==> src/rtl/stp_pkg.sv <==
// Shared types, codes and coil tables for the stepper phase sequencer.
// No dependencies; used by stp_core, stepper_phase_sequencer and stp_checker.
package stp_pkg;

   localparam int unsigned CYCLES_W = 10;
   localparam int unsigned TICKS_W  = 16;
   localparam int unsigned INDEX_W  = 3;
   localparam int unsigned COILS_W  = 4;
   localparam int unsigned CSR_IDX_W   = 1;
   localparam int unsigned CSR_WDATA_W = 16;

   localparam logic [CYCLES_W-1:0] CYCLES_RESET = 10'd25;
   localparam logic [TICKS_W-1:0]  TICKS_RESET  = 16'd500;

   localparam logic [CSR_IDX_W-1:0] CSR_CYCLES_PER_RUN    = 1'b0;
   localparam logic [CSR_IDX_W-1:0] CSR_TICKS_PER_PATTERN = 1'b1;

   localparam logic [INDEX_W-1:0] LAST_QUAD = 3'd3;
   localparam logic [INDEX_W-1:0] LAST_HALF = 3'd7;
   localparam logic [COILS_W-1:0] COILS_OFF = 4'h0;

   typedef enum logic [1:0] {
      MODE_NONE = 2'd0,
      MODE_WAVE = 2'd1,
      MODE_FULL = 2'd2,
      MODE_HALF = 2'd3
   } mode_type;

   typedef struct packed {
      logic [1:0] start_request;
      logic       stop_key;
   } req_type;

   typedef struct packed {
      logic [COILS_W-1:0] coils;
      logic               running;
   } rsp_type;

   typedef struct packed {
      logic [CYCLES_W-1:0] cycles_per_run;
      logic [TICKS_W-1:0]  ticks_per_pattern;
   } cfg_type;

   function automatic logic [COILS_W-1:0] pattern_of(mode_type mode,
                                                      logic [INDEX_W-1:0] idx);
      logic [COILS_W-1:0] pat;
      pat = COILS_OFF;
      case (mode)
         MODE_WAVE: begin
            case (idx[1:0])
               2'd0:    pat = 4'h1;
               2'd1:    pat = 4'h2;
               2'd2:    pat = 4'h4;
               default: pat = 4'h8;
            endcase
         end
         MODE_FULL: begin
            case (idx[1:0])
               2'd0:    pat = 4'h3;
               2'd1:    pat = 4'h6;
               2'd2:    pat = 4'hC;
               default: pat = 4'h9;
            endcase
         end
         MODE_HALF: begin
            case (idx)
               3'd0:    pat = 4'h1;
               3'd1:    pat = 4'h3;
               3'd2:    pat = 4'h2;
               3'd3:    pat = 4'h6;
               3'd4:    pat = 4'h4;
               3'd5:    pat = 4'hC;
               3'd6:    pat = 4'h8;
               default: pat = 4'h9;
            endcase
         end
         default:   pat = COILS_OFF;
      endcase
      return pat;
   endfunction

   function automatic logic [INDEX_W-1:0] last_index(mode_type mode);
      return (mode == MODE_HALF) ? LAST_HALF : LAST_QUAD;
   endfunction

endpackage

==> src/rtl/stepper_phase_sequencer.sv <==
// Stepper phase sequencer: the result of an input transfer is registered in the
// output register (or the skid stage); throughput one tick transfer per cycle,
// limited only by the output register and its skid stage when the result side stalls.
// Synchronous active-high reset: motor idle, coils off, both result stages empty,
// cycles_per_run = 25, ticks_per_pattern = 500.
// Depends on stp_pkg and stp_core.
module stepper_phase_sequencer (
   input  logic                              clock,
   input  logic                              reset,
   // tick channel
   input  logic                              req_valid,
   output logic                              req_stall,
   input  stp_pkg::req_type                  req_data,
   // result channel
   output logic                              rsp_valid,
   input  logic                              rsp_stall,
   output stp_pkg::rsp_type                  rsp_data,
   // configuration writes
   input  logic                              csr_wr_en,
   input  logic [stp_pkg::CSR_IDX_W-1:0]     csr_index,
   input  logic [stp_pkg::CSR_WDATA_W-1:0]   csr_wdata
);

   // configuration registers
   stp_pkg::cfg_type cfg_ff;

   // output register and skid stage
   logic             out_valid_ff, out_valid_in;
   stp_pkg::rsp_type out_data_ff, out_data_in;
   logic             skid_valid_ff, skid_valid_in;
   stp_pkg::rsp_type skid_data_ff, skid_data_in;

   logic             req_take;
   logic             rsp_take;
   stp_pkg::rsp_type step_result;

   // Hold off new ticks only while the skid stage is occupied: the output
   // register can then still drain, so at most one result waits behind it.
   assign req_stall = skid_valid_ff;
   assign req_take  = req_valid && !skid_valid_ff;
   assign rsp_take  = out_valid_ff && !rsp_stall;

   stp_core u_core (
      .clock   (clock),
      .reset   (reset),
      .step_en (req_take),
      .item    (req_data),
      .cfg     (cfg_ff),
      .result  (step_result)
   );

   // Write configuration; both indexes decode to a register.
   always_ff @(posedge clock) begin
      if (reset) begin
         cfg_ff.cycles_per_run    <= stp_pkg::CYCLES_RESET;
         cfg_ff.ticks_per_pattern <= stp_pkg::TICKS_RESET;
      end else if (csr_wr_en) begin
         unique case (csr_index)
            stp_pkg::CSR_CYCLES_PER_RUN:
               cfg_ff.cycles_per_run <= csr_wdata[stp_pkg::CYCLES_W-1:0];
            stp_pkg::CSR_TICKS_PER_PATTERN:
               cfg_ff.ticks_per_pattern <= csr_wdata[stp_pkg::TICKS_W-1:0];
            default: ;
         endcase
      end
   end

   // Result staging: refill the output register from the skid stage first,
   // otherwise straight from the sequencer; park a new result in the skid
   // stage when the output register is full and stalled.
   always_comb begin
      out_valid_in  = out_valid_ff;
      out_data_in   = out_data_ff;
      skid_valid_in = skid_valid_ff;
      skid_data_in  = skid_data_ff;
      if (rsp_take || !out_valid_ff) begin
         if (skid_valid_ff) begin
            out_valid_in  = 1'b1;
            out_data_in   = skid_data_ff;
            skid_valid_in = 1'b0;
         end else begin
            out_valid_in = req_take;
            out_data_in  = step_result;
         end
      end else if (req_take) begin
         skid_valid_in = 1'b1;
         skid_data_in  = step_result;
      end
   end

   always_ff @(posedge clock) begin
      if (reset) begin
         out_valid_ff  <= 1'b0;
         skid_valid_ff <= 1'b0;
      end else begin
         out_valid_ff  <= out_valid_in;
         skid_valid_ff <= skid_valid_in;
      end
   end

   // payload needs no reset
   always_ff @(posedge clock) begin
      out_data_ff  <= out_data_in;
      skid_data_ff <= skid_data_in;
   end

   assign rsp_valid = out_valid_ff;
   assign rsp_data  = out_data_ff;

endmodule

==> src/rtl/stp_core.sv <==
// Sequencer state and per-tick update for the stepper phase sequencer.
// Depends on stp_pkg for the payload, configuration and mode types.
module stp_core (
   input  logic             clock,
   input  logic             reset,
   input  logic             step_en,
   input  stp_pkg::req_type item,
   input  stp_pkg::cfg_type cfg,
   output stp_pkg::rsp_type result
);

   logic                          active_ff, active_in;
   stp_pkg::mode_type             mode_ff, mode_in;
   logic [stp_pkg::INDEX_W-1:0]   index_ff, index_in;
   logic [stp_pkg::CYCLES_W-1:0]  cycle_ff, cycle_in;
   logic [stp_pkg::TICKS_W-1:0]   hold_ff, hold_in;
   logic [stp_pkg::COILS_W-1:0]   coil_ff, coil_in;

   logic [stp_pkg::TICKS_W:0]     hold_plus;
   logic [stp_pkg::CYCLES_W:0]    cycle_plus;

   assign hold_plus  = {1'b0, hold_ff} + {{stp_pkg::TICKS_W{1'b0}}, 1'b1};
   assign cycle_plus = {1'b0, cycle_ff} + {{stp_pkg::CYCLES_W{1'b0}}, 1'b1};

   always_comb begin
      active_in = active_ff;
      mode_in   = mode_ff;
      index_in  = index_ff;
      cycle_in  = cycle_ff;
      hold_in   = hold_ff;
      coil_in   = coil_ff;
      if (active_ff) begin
         if (item.stop_key) begin
            // stop ends the run on this tick
            active_in = 1'b0;
            coil_in   = stp_pkg::COILS_OFF;
            hold_in   = '0;
         end else if (hold_plus >= {1'b0, cfg.ticks_per_pattern}) begin
            hold_in = '0;
            if (index_ff >= stp_pkg::last_index(mode_ff)) begin
               index_in = '0;
               if (cycle_plus >= {1'b0, cfg.cycles_per_run}) begin
                  cycle_in  = '0;
                  active_in = 1'b0;
                  coil_in   = stp_pkg::COILS_OFF;
               end else begin
                  cycle_in = cycle_plus[stp_pkg::CYCLES_W-1:0];
                  coil_in  = stp_pkg::pattern_of(mode_ff, '0);
               end
            end else begin
               index_in = index_ff + 3'd1;
               coil_in  = stp_pkg::pattern_of(mode_ff, index_ff + 3'd1);
            end
         end else begin
            hold_in = hold_plus[stp_pkg::TICKS_W-1:0];
         end
      end else if (!item.stop_key && item.start_request != stp_pkg::MODE_NONE) begin
         active_in = 1'b1;
         mode_in   = stp_pkg::mode_type'(item.start_request);
         index_in  = '0;
         cycle_in  = '0;
         hold_in   = '0;
         coil_in   = stp_pkg::pattern_of(stp_pkg::mode_type'(item.start_request), '0);
      end
   end

   assign result = '{coils: coil_in, running: active_in};

   always_ff @(posedge clock) begin
      if (reset) begin
         active_ff <= 1'b0;
         mode_ff   <= stp_pkg::MODE_NONE;
         index_ff  <= '0;
         cycle_ff  <= '0;
         hold_ff   <= '0;
         coil_ff   <= stp_pkg::COILS_OFF;
      end else if (step_en) begin
         active_ff <= active_in;
         mode_ff   <= mode_in;
         index_ff  <= index_in;
         cycle_ff  <= cycle_in;
         hold_ff   <= hold_in;
         coil_ff   <= coil_in;
      end
   end

endmodule

==> config.mk <==
export PLATFORM = sky130hd
export DESIGN_NAME = stepper_phase_sequencer
export DESIGN_NICKNAME = d
export VERILOG_FILES = /design/src/rtl/stp_pkg.sv /design/src/rtl/stepper_phase_sequencer.sv /design/src/rtl/stp_core.sv
export SDC_FILE = /design/constraint.sdc
export NUM_CORES = 1
export LEC_CHECK = 0
export ABC_AREA = 1
export BUFFER_PORTS_ARGS = -buffer_cell sky130_fd_sc_hd__buf_2
export CORE_MARGIN = 3
export CORE_UTILIZATION = 53
export DETAILED_ROUTE_END_ITERATION = 12
export PLACE_DENSITY_LB_ADDON = 0.08
export SETUP_SLACK_MARGIN = 0.02
export SKIP_LAST_GASP = 1
export SYNTH_ARGS = -nofsm -noshare
export SYNTH_HDL_FRONTEND = slang
export SYNTH_SLANG_ARGS = --single-unit
==> constraint.sdc <==
create_clock -name clock -period 2.86 [get_ports clock]
set_input_delay 0.286 -clock clock [delete_from_list [all_inputs] [get_ports clock]]
set_output_delay 0.286 -clock clock [all_outputs]
set_load 0.01 [all_outputs]
-- Word-level counts from Yosys, hierarchy flattened
Index checks and enable logic that the tools add are counted.
- bits of input ports: 25
- bits in registers: 74
- output and inout port bits: 7
- word-level logic and storage cells: 98
- reductions and logical operators: 22
- magnitude comparators: 3
- $add $sub $neg: 3
- bitwise logic cells: 3
- muxes and demuxes: 36
- equality and inequality tests: 17
- operator list (cell ; count):
    2-to-1 mux 16 bit ; 4
    2-to-1 mux 10 bit ; 6
    one-hot mux 4 bit (3 select lines) ; 3
    one-hot mux 4 bit (7 select lines) ; 1
    2-to-1 mux 4 bit ; 6
    2-to-1 mux 3 bit ; 6
    adder 16 x 1 -> 17 bit (second input constant) ; 1
    greater-or-equal comparator 17 x 16 -> 1 bit ; 1
    adder 10 x 1 -> 11 bit (second input constant) ; 1
    greater-or-equal comparator 11 x 10 -> 1 bit ; 1
    equality test 2 bit (second input constant) ; 5
    equality test 3 bit (second input constant) ; 3
    one-hot mux 2 bit (2 select lines) ; 2
    AND reduction 2 bit ; 4
    2-to-1 mux 1 bit ; 7
    equality test 2 x 1 -> 1 bit (second input constant) ; 3
    equality test 3 x 2 -> 1 bit (second input constant) ; 2
    != test 2 bit (second input constant) ; 3
    OR reduction 2 bit ; 3
    2-to-1 mux 5 bit ; 1
    AND reduction 5 bit ; 1
    logical NOT 1 bit ; 4
    AND reduction 4 bit ; 1
    nonzero test 2 bit ; 2
    9 further kinds ; 13

-- Depth between registers and ports, before layout
Gate-level depths: netlist of the first run.
- depth after elaboration: 9
- gate-level depth with buffers: 22
- depth with buffers taken out: 22

-- Hierarchy
From an unflattened synthesis of the first run, not the netlist that was laid out.
- cells, all modules: 638
- area, all modules: 4520.6 sq um
- modules (own cells, without submodules) (module ; sequential area each (sq um) ; times used ; area each (sq um) ; cells each):
    stp_core ; 720.7 ; 1 ; 3128.0 ; 471
    stepper_phase_sequencer ; 860.8 ; 1 ; 1392.6 ; 167

-- Least setup slack after synthesis of the first run
No wires, ideal clock.
- path kind: register to register
- start point: register u_core.hold_ff[2] in the netlist's numbering
- end point: register u_core.cycle_ff[5] in the netlist's numbering
- period minus slack after synthesis: 2870 ps
- data required time: 2748 ps
- data arrival time: 2758 ps
- library setup time: 112 ps
- stages on the path, launching flop included: 21
- path slack: -10 ps
- cell sequence: dfxtp_1 -> nand2_1 -> nor2_2 -> nand2_1 -> nor2_1 -> nand2_1 -> nor2_2 -> nand4_1 -> nor2_1 -> xnor2_1 -> clkinv_1 -> ha_1 -> nand4_1 -> nor2_1 -> nand3_1 -> nand4_4 -> nand3_2 -> nand2_4 -> inv_1 -> nand2_1 -> nand2_1
- longest elaborated chain between the ends: 4
- RTL lines (item ; RTL line ; RTL):
    start: declaration ; stp_core.sv:16 ; logic [stp_pkg::TICKS_W-1:0] hold_ff, hold_in;
    start signal: assignment ; stp_core.sv:82 ; hold_ff <= hold_in;
    adder 16 x 1 -> 17 bit ; stp_core.sv:22 ; assign hold_plus = {1'b0, hold_ff} + {{stp_pkg::TICKS_W{1'b0}}, 1'b1};
    greater-or-equal comparator 17 x 16 -> 1 bit ; stp_core.sv:38 ; end else if (hold_plus >= {1'b0, cfg.ticks_per_pattern}) begin
    != test 2 bit (no source line) ; - ;
    AND reduction 5 bit (no source line) ; - ;
    end signal: assignment ; stp_core.sv:81 ; cycle_ff <= cycle_in;
    end: declaration ; stp_core.sv:15 ; logic [stp_pkg::CYCLES_W-1:0] cycle_ff, cycle_in;
Every way passes these cells.
A chain may end at the register's enable or synchronous reset.

-- Final worst setup path of the first run
- start point: register u_core.hold_ff[1] in the netlist's numbering
- end point: register u_core.cycle_ff[5] in the netlist's numbering
Same word-level chain as after synthesis.

==> metrics.md, run 1 <==
| Metric | Value |
|---|---|
| Status | complete, but fails checks |
| Failing checks | negative setup slack |
| Final setup TNS | -1.34 ns |
| Hold slack final | 0.167 ns |
| Top-area cell type share of the netlist area | roughly 28% |
| Clock root buffer | clkbuf_8 |
| I/O Buffers | 31 |
| Yosys reg bits | 74 |
| FFs w/ async S/R, synth | 0% |
| Layout fillers | between 600 and 700 |
| RSZ-0062 raised after global routing | yes |
| Worst hold path depth | 3 |
| Logic pwr share | 14.3% |
| Mapped Area | 0.00452 mm² |
| Post-DP HPWL | 7.54 mm |
| Htree depth | 3 |
| Worst skew pair latency | 0.35 ns |
| 1st-pass router iterations | 7 |
| R2R Setup Slk | -0.10 ns |
| Gr ovfl total | 0 |
| Min-Delay Startpoint | csr_wdata[0] |
| Switching Share | 27.3% |
| Residual DRC | 0 |
| Max_slew headroom | 27.9% |
| Max Fclk | 338 MHz |
| Top delay family on crit path | simple AND/OR/NAND/NOR gates |
| Reg-to-reg startpoint | u_core.hold_ff[1]$_SDFFE_PP0P_ |
| First-pass GRT wire length | between 15 and 20 mm |
| Post-CTS Hold Fix Bufs | 0 |
| Top Ports | 32 |
| Share of layout cells above drive strength 1 | 29.8% |
| Register area share after synthesis | 35.0% |
| Critical Path End Type | flip-flop |
| Area Growth Syn to Fin | 28.3% |
| Initial Utilization | around 55% |
| Setup CP Type | reg2reg |
| Max VDD drop | approximately 0.25 mV |
| Final hold vios | 0 |
| Crit-path cells | nand2_2 > nor2_4 > nand2_2 > nor2_4 > buf_4 > a31oi_1 > or2_2 > inv_1 > ha_1 > nand2_2 > nor4_2 > buf_4 > nand4_4 > nand4_4 > buf_12 > nand3_4 > nand2_4 > inv_2 > nand2_1 > nand2_1 |
| Die Y | 98.4 µm |
| Clk pwr share | 38.2% |
| Slowest CP cell | dfxtp_2 |
| CTS tree | yes |
| CTS clock-pin slew for the worst setup and hold paths | 0.08 ns |
| Int Pwr | 1.71 mW |
| Mapped Cells | between 600 and 700 |
| Reg power frac | 47.5% |
| Routability cong. | 0.957 |
| Critical Path Most Common Cell | nand2_2 |
| CP arrival | 3.21 ns |
| Bufs on Longest Clock Path | 2 |
| DR iter-0 viols | 187 |
| Number of global-route vias before repair | 3888 |
| Slew of the pin with the lowest slew margin | 1.08 ns |
| Largest net degree at the start of global routing | 37 |
| Worst reg2reg path depth | 20 |
| WL per Instance | 13.7 µm |
| Buffers and inverters on the worst path | 5 |
| CP peak stage delay | 0.37 ns |
| Pins over their slew limit | 0 |
| Startpoint Class | flip-flop |
| Total Die Area | 0.00968 mm² |
| Critical R2R Capture | u_core.cycle_ff[5]$_SDFFE_PP0P_ |
| Ant. Diodes | 0 |
| Total track usage | 22.5% |
| Critical path required time | 3.11 ns |
| Main synth FF type | dfxtp_1 |
| Initial antenna violation count | 0 |
| Total wire length | between 10 and 15 mm |
| Worst Hold End | cfg_ff[16]$_SDFFE_PP1P_ |
| PnR worst setup slack | -0.100 ns |
| CORE AREA | 0.00826 mm² |
| Tmin final | 2.96 ns |
| Final Cycle Share | 104% |
| Clock skew | ~0.0095 ns |
| Leak | 2.82 nW |
| Total vias in the final route | 4254 |
| Max Cap Violations | 0 |
| YS warnings | 0 |
| EDFF count, synth | 10 |
| Power, Total | 2.35 mW |
| Num CTS Buffers | 9 |
| Syn nets | about 680 |
| Post-route cell area | 0.00580 mm² |
| Synth area leader | dfxtp_1 |
| Vias per cell | 5.25 |
| HP Class | in2reg |
| Synth top area cells | dfxtp_1 28%, nand2_1 11%, ha_1 10% |
| Final Core Density | between 70 and 80% |
| Nets@finish | between 700 and 800 |
| Routed Antenna Nets | 0 |
| Power Density | 405 mW/mm² |
| Synth cell types | 39 |
| Sink Count | 74 |
| Finish-stage setup viols | 32 |
| Synth Area per Inst | 7.32 µm² |
| Finished Layout Cells | 810 |
| Placed Area | 0.00504 mm² |
| Top fanout value on the critical path | 5 |
| Die W | 98.4 µm |
| FP Rows | 33 |
| Post-placement setup slack | -0.254 ns |
| Inst Count DP | 778 |
| Switching power | 0.642 mW |
-- how the worst max path moves through the flow --
stage | from | to | depth (start not counted)
finish | u_core.hold_ff[1]$_SDFFE_PP0P_ | u_core.cycle_ff[5]$_SDFFE_PP0P_ | 20
global placement | u_core.hold_ff[0]$_SDFFE_PP0P_ | rsp_data[2]$_DFFE_PP_ | 21
CTS | u_core.hold_ff[1]$_SDFFE_PP0P_ | u_core.hold_ff[3]$_SDFFE_PP0P_ | 20
detailed placement | u_core.hold_ff[0]$_SDFFE_PP0P_ | u_core.cycle_ff[5]$_SDFFE_PP0P_ | 20
global route | u_core.hold_ff[1]$_SDFFE_PP0P_ | u_core.cycle_ff[5]$_SDFFE_PP0P_ | 20
floorplan | u_core.hold_ff[2]$_SDFFE_PP0P_ | u_core.cycle_ff[5]$_SDFFE_PP0P_ | 20
-- synthesized netlist by cell type, types with 2 or more instances --
library cell,number
nand2_1,138
inv_1,96
dfxtp_1,64
a21oi_1,47
ha_1,36
nor2_1,36
o21ai_0,34
nand3_1,21
nand4_1,16
nand2_2,14
xor2_1,13
clkbuf_1,12
nor3_1,11
edfxtp_1,10
o211ai_1,10
a21oi_2,9
o21ai_1,7
xnor2_1,7
inv_2,5
nor2_2,5
nand3_2,3
nor4_1,3
a21o_1,2
a31oi_1,2
nor2_4,2
nor2_8,2
-- layer usage --
| metal | GRT usage (%) | part of all wire, % | up-vias |
|---|---|---|---|
| met5 | 0 | 0 | - |
| met4 | 7.88 | 1.8 | 0 |
| met3 | 3.64 | 4.8 | 16 |
| met2 | 36.5 | 48 | 128 |
| met1 | 30.6 | 45 | 1937 |
| li1 | - | - | 2173 |
-- state kept, by name, indices dropped and copies added, names as in the netlist --
name / cells
cfg_ff: 26
req_stall: 1
rsp_data: 5
rsp_valid: 1
skid_data_ff: 5
u_core.active_ff: 1
u_core.coil_ff: 4
u_core.cycle_ff: 10
u_core.hold_ff: 16
u_core.index_ff: 3
u_core.mode_ff: 2
-- repair_timing --
action                     4_1_cts  5_1_grt
gates resized for setup         37       58
pin swaps                       25       30
cloned                           2        0
buffers inserted                 7        7
setup endpoints to repair       44       44
-- placed cells by master, fill, tap and decap left out, types with 2 or more instances in the layout --
master / count
a31oi_1: 2
a21oi_2: 17
nand3_1: 18
nand2_1: 124
nor2_1: 30
clkbuf_8: 9
a21oi_1: 39
buf_4: 51
a21o_1: 2
xor2_1: 10
nor3_2: 3
buf_2: 31
nor2_8: 2
buf_12: 2
dfxtp_2: 4
ha_4: 5
o21ai_1: 5
ha_1: 30
nand4_1: 16
o21ai_2: 6
o211ai_1: 10
nand2_4: 12
nand4_4: 2
bufinv_16: 2
xor2_2: 3
nor2_4: 8
nor2_2: 5
inv_2: 8
nor4_2: 2
nand2_2: 18
clkinv_4: 2
nand3_2: 4
nor3_1: 7
dfxtp_1: 59
inv_4: 2
inv_1: 92
o21ai_0: 30
nand3_4: 2
xnor2_1: 5
edfxtp_1: 10
-- power by group through the flow --
stage | Sequential (mW) | Combinational (mW) | Clock [mW]
floorplan | 1.14 | 0.197 | 0
global placement | 1.14 | 0.286 | 0
detailed placement | 1.14 | 0.291 | 0
CTS | 1.12 | 0.317 | 0.915
global route | 1.12 | 0.379 | 0.964
finish | 1.12 | 0.337 | 0.898
-- logic make-up after synthesis --
kind of cell             synth area share [%]
AND/OR/NAND/NOR                          26.4
buffers and inverters                    10.1
AO/OA/AOI/OAI                            14.6
flip-flops                               35.0
adder cells (fa/ha/maj)                  9.96
XOR/XNOR                                 3.87
-- worst min-delay path, cell delays in order --
cell	delay, ns
buf_2	0.09
nand2_1	0.05
nand3_1	0.06
-- area by class of cell --
cell class,count,area (µm²),area share (%)
clock buffers,9,124,2.14
clock inverters,7,93.8,1.62
inverters,102,388,6.69
multi-input cells,428,2870,49.4
flip-flops and latches,74,1590,27.4
well taps,105,131,2.26
repair buffers,85,606,10.4
(Power assumes the default switching activity.)
==> run 2: changes to the inputs <==
- CORE_ASPECT_RATIO: unset -> 0.75
- CTS_BUF_LIST: unset -> sky130_fd_sc_hd__clkbuf_8
==> run 2 against run 1 <==
The run still ends with negative setup slack left. Sequential share of layout area is 0.78 points lower. Clock power increased by 10%. First-iteration DRC count grew 44%. Critical endpoint is now u_core.hold_ff[8]$_SDFFE_PP0P_. Highest routed layer unchanged.
==> metrics.md, run 2 (same netlist as run 1, synthesis figures left out) <==
| Metric | Value |
|---|---|
| WL per Instance | 15.0 µm (+9.4%) |
| Initial antenna violation count | 0 (unchanged) |
| Max Cap Violations | 0 (unchanged) |
| DR iter-0 viols | 270 (+44%) |
| Htree depth | 3 (unchanged) |
| Switching Share | 26.9% (-0.38 points) |
| CORE AREA | 0.00809 mm² (-2.0%) |
| Slew of the pin with the lowest slew margin | 0.612 ns (-0.469 ns) |
| Total track usage | 24.4% (+1.9 points) |
| Total vias in the final route | 4394 (+3.3%) |
| RSZ-0062 raised after global routing | yes |
| Switching power | 0.662 mW (+3.0%) |
| Startpoint Class | flip-flop |
| Clock root buffer | clkbuf_8 |
| Max Fclk | 328 MHz (-2.9%) |
| Register with the most flip-flops | cfg_ff |
| CTS clock-pin slew for the worst setup and hold paths | 0.08 ns (about the same) |
| Leak | 2.82 nW (about the same) |
| Max reg flops | 26 (unchanged) |
| Pins over their slew limit | 0 (unchanged) |
| Sink Count | 74 (unchanged) |
| Residual DRC | 0 (unchanged) |
| Finish-stage setup viols | 39 (+22%) |
| Reg power frac | 45.4% (-2.1 points) |
| I/O Buffers | 31 (unchanged) |
| Largest net degree at the start of global routing | 37 (unchanged) |
| Bufs on Longest Clock Path | 2 (unchanged) |
| Total Die Area | 0.00969 mm² (+0.12%) |
| Final setup TNS | -4.59 ns (-3.25 ns) |
| Total wire length | 12.3 mm (+10%) |
| Critical Path End Type | flip-flop |
| Clock skew | 0.00995 ns (+0.000442 ns) |
| Die W | 113 µm (+15%) |
| Logic pwr share | 14.3% (about the same) |
| Routability cong. | 0.868 (-9.3%) |
| Power Density | 410 mW/mm² (+1.0%) |
| Tmin final | 3.05 ns (+0.0882 ns) |
| Ant. Diodes | 0 (unchanged) |
| Num CTS Buffers | 9 (unchanged) |
| Post-DP HPWL | 7.93 mm (+5.2%) |
| Nets@finish | 768 (+0.92%) |
| Final Cycle Share | 107% (+3.1 points) |
| Worst skew pair latency | 0.36 ns (about the same) |
| Top Ports | 32 (unchanged) |
| 1st-pass router iterations | 5 (-2) |
| Share of layout cells above drive strength 1 | 34.0% (+4.2 points) |
| Top fanout value on the critical path | 8 (+3) |
| Die Y | 86.0 µm (-13%) |
| Most frequent cells in the layout | 117 x nand2_1, 89 x inv_1, 57 x dfxtp_1, 55 x buf_4, 39 x a21oi_1 |
| HP Class | in2reg |
| Finished Layout Cells | 817 (+0.86%) |
| Failing checks | negative setup slack |
| Hold slack final | 0.165 ns (-0.00186 ns) |
| Inst Count DP | 780 (+0.26%) |
| Area Growth Syn to Fin | 32.7% |
| Critical path required time | 3.15 ns (+0.04 ns) |
| Int Pwr | 1.80 mW (+5.0%) |
| CP arrival | 3.34 ns (+0.13 ns) |
| CTS tree | yes |
| Max VDD drop | 0.377 mV (+50%) |
| Max_slew headroom | 59.1% (+31 points) |
| Setup CP Type | reg2reg |
| Initial Utilization | 55.9% (+1.1 points) |
| Largest regs | cfg_ff x26, u_core.hold_ff x16, u_core.cycle_ff x10 |
| Most common cell after layout, fill and taps aside | nand2_1 |
| PnR worst setup slack | -0.189 ns (-0.0882 ns) |
| Vias per cell | 5.38 (+2.4%) |
| Number of global-route vias before repair | 4189 (+7.7%) |
| Routed Antenna Nets | 0 (unchanged) |
| Clk pwr share | 40.3% (+2.1 points) |
| Final Core Density | 74.1% (+3.9 points) |
| Status | complete, but fails checks |
| Final hold vios | 0 (unchanged) |
| FP Rows | 28 (-15%) |
| Gr ovfl total | 0 (unchanged) |
| First-pass GRT wire length | 19.3 mm (+7.6%) |
run 2: cell types whose count changed in the layout (fill, tap and decap cells not counted), moves of 4 or more:
| cell | previous run | this run |
|---|---|---|
| buf_4 | 51 | 55 |
| nand2_1 | 124 | 117 |
| nand2_2 | 18 | 28 |
| nand2_4 | 12 | 8 |
| nor2_1 | 30 | 25 |
run 2: per-layer routing:
metal,up-vias,global-route usage [%],share of wire (%)
met2,138,39.8,48
met4,0,7.75,1.3
met1,2045,32.1,44
met5,-,0,0
met3,20,5.99,6.7
li1,2191,-,-
run 2: per-stage QoR:
step                power [mW]  setup WS [ns]  area, µm²
floorplan                 1.34         0.0460       4530
global placement          1.43         -0.110       5060
detailed placement        1.44         -0.198       5060
CTS                       2.44         -0.130       5560
global route              2.56         -0.357       6000
finish                    2.46         -0.189       6000
run 2: layout make-up:
| class | count | area [µm²] |
|---|---|---|
| fill | 567 | 2090 |
| clock inverter | 7 | 118 |
| tap | 105 | 131 |
| clock buffer | 9 | 124 |
| multi-input combinational | 428 | 2980 |
| timing repair buffer | 91 | 647 |
| timing repair inverter | 1 | 3.75 |
| sequential | 74 | 1600 |
| inverter | 102 | 393 |
run 2: final timing paths:
| path | cells after the start | slack, ns | endpoint | startpoint |
|---|---|---|---|---|
| min reg2reg | 2 | 0.47 | cfg_ff[22]$_SDFFE_PP0P_ | cfg_ff[22]$_SDFFE_PP0P_ |
| max reg2reg | 20 | -0.19 | u_core.hold_ff[8]$_SDFFE_PP0P_ | u_core.hold_ff[1]$_SDFFE_PP0P_ |
| min | 3 | 0.16 | cfg_ff[16]$_SDFFE_PP1P_ | csr_wdata[0] |
| max | 20 | -0.19 | u_core.hold_ff[8]$_SDFFE_PP0P_ | u_core.hold_ff[1]$_SDFFE_PP0P_ |
run 2: power by group through the flow:
stage	sequential, mW	clock [mW]	combinational [mW]
final	1.12	0.989	0.352
after detailed placement	1.14	0	0.295
after floorplan	1.14	0	0.197
after global placement	1.14	0	0.286
after global routing	1.12	1.04	0.392
after CTS	1.12	1.00	0.317
run 2: what timing repair did:
action	4_1_cts	5_1_grt
pin swaps	18	40
setup endpoints to repair	44	44
endpoints found under the hold margin	0	0
gates resized for setup	50	82
hold buffers	0	0
setup buffers	7	11
gates cloned	2	1
run 2: worst max-delay path: stages (launching register included):
cell       delay [ns]
dfxtp_4          0.39
nand2_4          0.06
nor2_4           0.09
nand2_2          0.08
nor2_4           0.11
buf_4            0.11
buf_4            0.10
a31oi_1          0.08
or2_2            0.29
inv_2            0.09
ha_4             0.21
nand2_2          0.11
o21ai_1          0.10
a21oi_2          0.20
nor2_4           0.08
nor2_8           0.15
nand4_4          0.19
nor2_8           0.20
clkbuf_16        0.19
nand2_4          0.06
a21oi_2          0.12
==> run 3: changes to the inputs <==
- PLACE_DENSITY: unset -> 0.74
- PLACE_DENSITY_LB_ADDON: 0.08 -> unset
==> run 3 against run 2 <==
The flow still finishes with violations (negative setup slack). Worst setup slack improved by 0.013 ns. Worst hold slack lost 0.0092 ns. Core utilization decreased by 2.8 points. Sequential share of layout area is 0.90 points higher. Global-route usage increased by 0.99 points. Flip-flop and latch count did not move. Power shrank 9.7%. Non-clock buffer count grew 2. Final cell count rose by 0.12%. Die area did not move. Clock power fell by 23%. Sequential power is essentially flat. Critical endpoint is now u_core.cycle_ff[5]$_SDFFE_PP0P_.
==> metrics.md, run 3 (same netlist as run 1, synthesis figures left out) <==
| Metric | Value |
|---|---|
| Status | complete, but fails checks |
| Failing checks | negative setup slack |
| Clock skew | 0.0119 ns (+0.00195 ns) |
| Vias per cell | 5.36 (-0.35%) |
| Final Core Density | 71.4% (-2.8 points) |
| Critical Path End Type | flip-flop |
| Area Growth Syn to Fin | 27.7% |
| Htree depth | 3 (unchanged) |
| Die Y | 86.0 µm (unchanged) |
| 1st-pass router iterations | 5 (unchanged) |
| Most common cell after layout, fill and taps aside | nand2_1 |
| Critical path required time | 3.12 ns (-0.03 ns) |
| Finish-stage setup viols | 40 (+2.6%) |
| Routability cong. | 0.948 (+9.2%) |
| Layout fillers | 628 (+11%) |
| Largest regs | cfg_ff x26, u_core.hold_ff x16, u_core.cycle_ff x10 |
| Critical R2R Capture | u_core.cycle_ff[5]$_SDFFE_PP0P_ |
| Max Cap Violations | 0 (unchanged) |
| Final Cycle Share | 106% (-0.46 points) |
| Top Ports | 32 (unchanged) |
| Max reg flops | 26 (unchanged) |
| Bufs on Longest Clock Path | 2 (unchanged) |
| Post-CTS Hold Fix Bufs | 0 (unchanged) |
| DR iter-0 viols | 360 (+33%) |
| RSZ-0062 raised after global routing | yes |
| FP Rows | 28 (unchanged) |
| Total wire length | 12.1 mm (-0.98%) |
| Min-Delay Startpoint | csr_wdata[0] |
| Number of global-route vias before repair | 4186 (-0.072%) |
| CORE AREA | 0.00809 mm² (unchanged) |
| Total vias in the final route | 4384 (-0.23%) |
| Share of layout cells above drive strength 1 | 29.6% (-4.4 points) |
| Nets@finish | 769 (+0.13%) |
| Total track usage | 25.4% (+0.99 points) |
| WL per Instance | 14.8 µm (-1.1%) |
| Die W | 113 µm (unchanged) |
| Worst hold path depth | 3 (unchanged) |
| Tmin final | 3.04 ns (-0.0133 ns) |
| Top fanout value on the critical path | 5 (-3) |
| Worst reg2reg path depth | 23 (+15%) |
| CTS tree | yes |
| Setup CP Type | reg2reg |
| Worst skew pair latency | 0.37 ns (about the same) |
| Gr ovfl total | 0 (unchanged) |
| Largest net degree at the start of global routing | 37 (unchanged) |
| Reg-to-reg startpoint | u_core.hold_ff[0]$_SDFFE_PP0P_ |
| Sink Count | 74 (unchanged) |
| Register with the most flip-flops | cfg_ff |
| Max VDD drop | 0.382 mV (+1.4%) |
| PnR worst setup slack | -0.175 ns (+0.0133 ns) |
| Routed Antenna Nets | 0 (unchanged) |
| Max Fclk | 329 MHz (+0.44%) |
| Initial Utilization | 55.9% (unchanged) |
| Inst Count DP | 784 (+0.51%) |
| Startpoint Class | flip-flop |
| Slew of the pin with the lowest slew margin | 1.11 ns (+0.499 ns) |
| Ant. Diodes | 0 (unchanged) |
| Initial antenna violation count | 0 (unchanged) |
| First-pass GRT wire length | 19.7 mm (+2.0%) |
| Clock root buffer | clkbuf_8 |
| CP arrival | 3.30 ns (-0.04 ns) |
| HP Class | in2reg |
| Residual DRC | 0 (unchanged) |
| Num CTS Buffers | 9 (unchanged) |
| R2R Setup Slk | -0.18 ns (about the same) |
| Pins over their slew limit | 0 (unchanged) |
| Post-DP HPWL | 8.14 mm (+2.7%) |
| Max_slew headroom | 25.8% (-33 points) |
| Leak | 2.82 nW (-0.21%) |
| Final hold vios | 0 (unchanged) |
| I/O Buffers | 31 (unchanged) |
| Post-placement setup slack | -0.257 ns (-0.0589 ns) |
| Most frequent cells in the layout | 126 x nand2_1, 90 x inv_1, 61 x dfxtp_1, 58 x buf_4, 41 x a21oi_1 |
| Final setup TNS | -4.57 ns (+0.0166 ns) |
| CTS clock-pin slew for the worst setup and hold paths | 0.09 ns (about the same) |
| Total Die Area | 0.00969 mm² (unchanged) |
| Worst Hold End | cfg_ff[16]$_SDFFE_PP1P_ |
| Power Density | 384 mW/mm² (-6.2%) |
| Finished Layout Cells | 818 (+0.12%) |
[run 3: cell types whose count changed in the layout (fill, tap and decap cells not counted), moves of 4 or more]
cell | previous run | this run
dfxtp_1 | 57 | 61
nand2_2 | 28 | 16
nand2_4 | 8 | 12
o21ai_1 | 5 | 11
nor2_1 | 25 | 30
nand2_1 | 117 | 126
o21ai_2 | 8 | 4
[run 3: how the worst max path moves through the flow]
stage | start | end | slack [ns]
global placement | u_core.hold_ff[0]$_SDFFE_PP0P_ | u_core.cycle_ff[5]$_SDFFE_PP0P_ | -0.08
floorplan | u_core.hold_ff[2]$_SDFFE_PP0P_ | u_core.cycle_ff[5]$_SDFFE_PP0P_ | 0.05
detailed placement | u_core.hold_ff[0]$_SDFFE_PP0P_ | u_core.cycle_ff[5]$_SDFFE_PP0P_ | -0.26
finish | u_core.hold_ff[0]$_SDFFE_PP0P_ | u_core.cycle_ff[5]$_SDFFE_PP0P_ | -0.18
global route | u_core.hold_ff[0]$_SDFFE_PP0P_ | u_core.cycle_ff[5]$_SDFFE_PP0P_ | -0.39
CTS | u_core.hold_ff[1]$_SDFFE_PP0P_ | u_core.index_ff[2]$_SDFFE_PP0P_ | -0.16
[run 3: cell type report]
cell class              instances  area [µm²]  area share, %
well taps                     105         131           2.27
clock buffers                  10         138           2.38
multi-input cells             428        2820           48.8
clock inverters                 6        40.0          0.693
flip-flops and latches         74        1590           27.5
inverters                     102         388           6.72
repair buffers                 93         669           11.6
[run 3: timing repair]
item / CTS / global route
endpoints found under the setup margin: 44 / 44
buffers inserted: 11 / 5
pin swaps: 31 / 17
resized for setup: 58 / 33
gates cloned: 2 / 0
[run 3: worst max-delay path: stages, from the launching register on]
cell and delay (ns):
dfxtp_4 0.40, inv_4 0.05, nor2_4 0.11, nand2_2 0.08, nor2_4 0.11, nand2_2 0.07
nor2_2 0.12, buf_4 0.14, nand4_1 0.11, xor2_1 0.15, inv_1 0.09, ha_4 0.29
nand2_4 0.06, nor2_4 0.13, nand4_1 0.15, nor2_4 0.18, nor2_8 0.06, nand4_4 0.10
buf_12 0.12, nand3_4 0.11, nand2_4 0.14, inv_2 0.06, nand2_1 0.05, nand2_1 0.05
[run 3: layer usage]
metal / vias to the layer above / part of all wire (%) / GRT usage, % / wire (µm)
met5: - / 0 / 0 / 0
met3: 36 / 6.7 / 6.28 / 809
met4: 0 / 2.9 / 10.0 / 355
met1: 2003 / 44 / 32.0 / 5390
li1: 2185 / - / - / -
met2: 160 / 46 / 42.1 / 5590
[run 3: metrics by stage]
| stage | power [mW] | hold slack [ns] | instance area, µm² |
|---|---|---|---|
| final | 2.22 | 0.155 | 5780 |
| after global placement | 1.42 | 0.447 | 5090 |
| after floorplan | 1.34 | 0.412 | 4530 |
| after global routing | 2.32 | 0.166 | 5780 |
| after CTS | 2.22 | 0.138 | 5620 |
| after detailed placement | 1.44 | 0.457 | 5090 |
[run 3: power breakdown]
part,internal (mW),switching [mW]
clock,0.339,0.421
sequential,1.10,0.0209
combinational,0.124,0.219
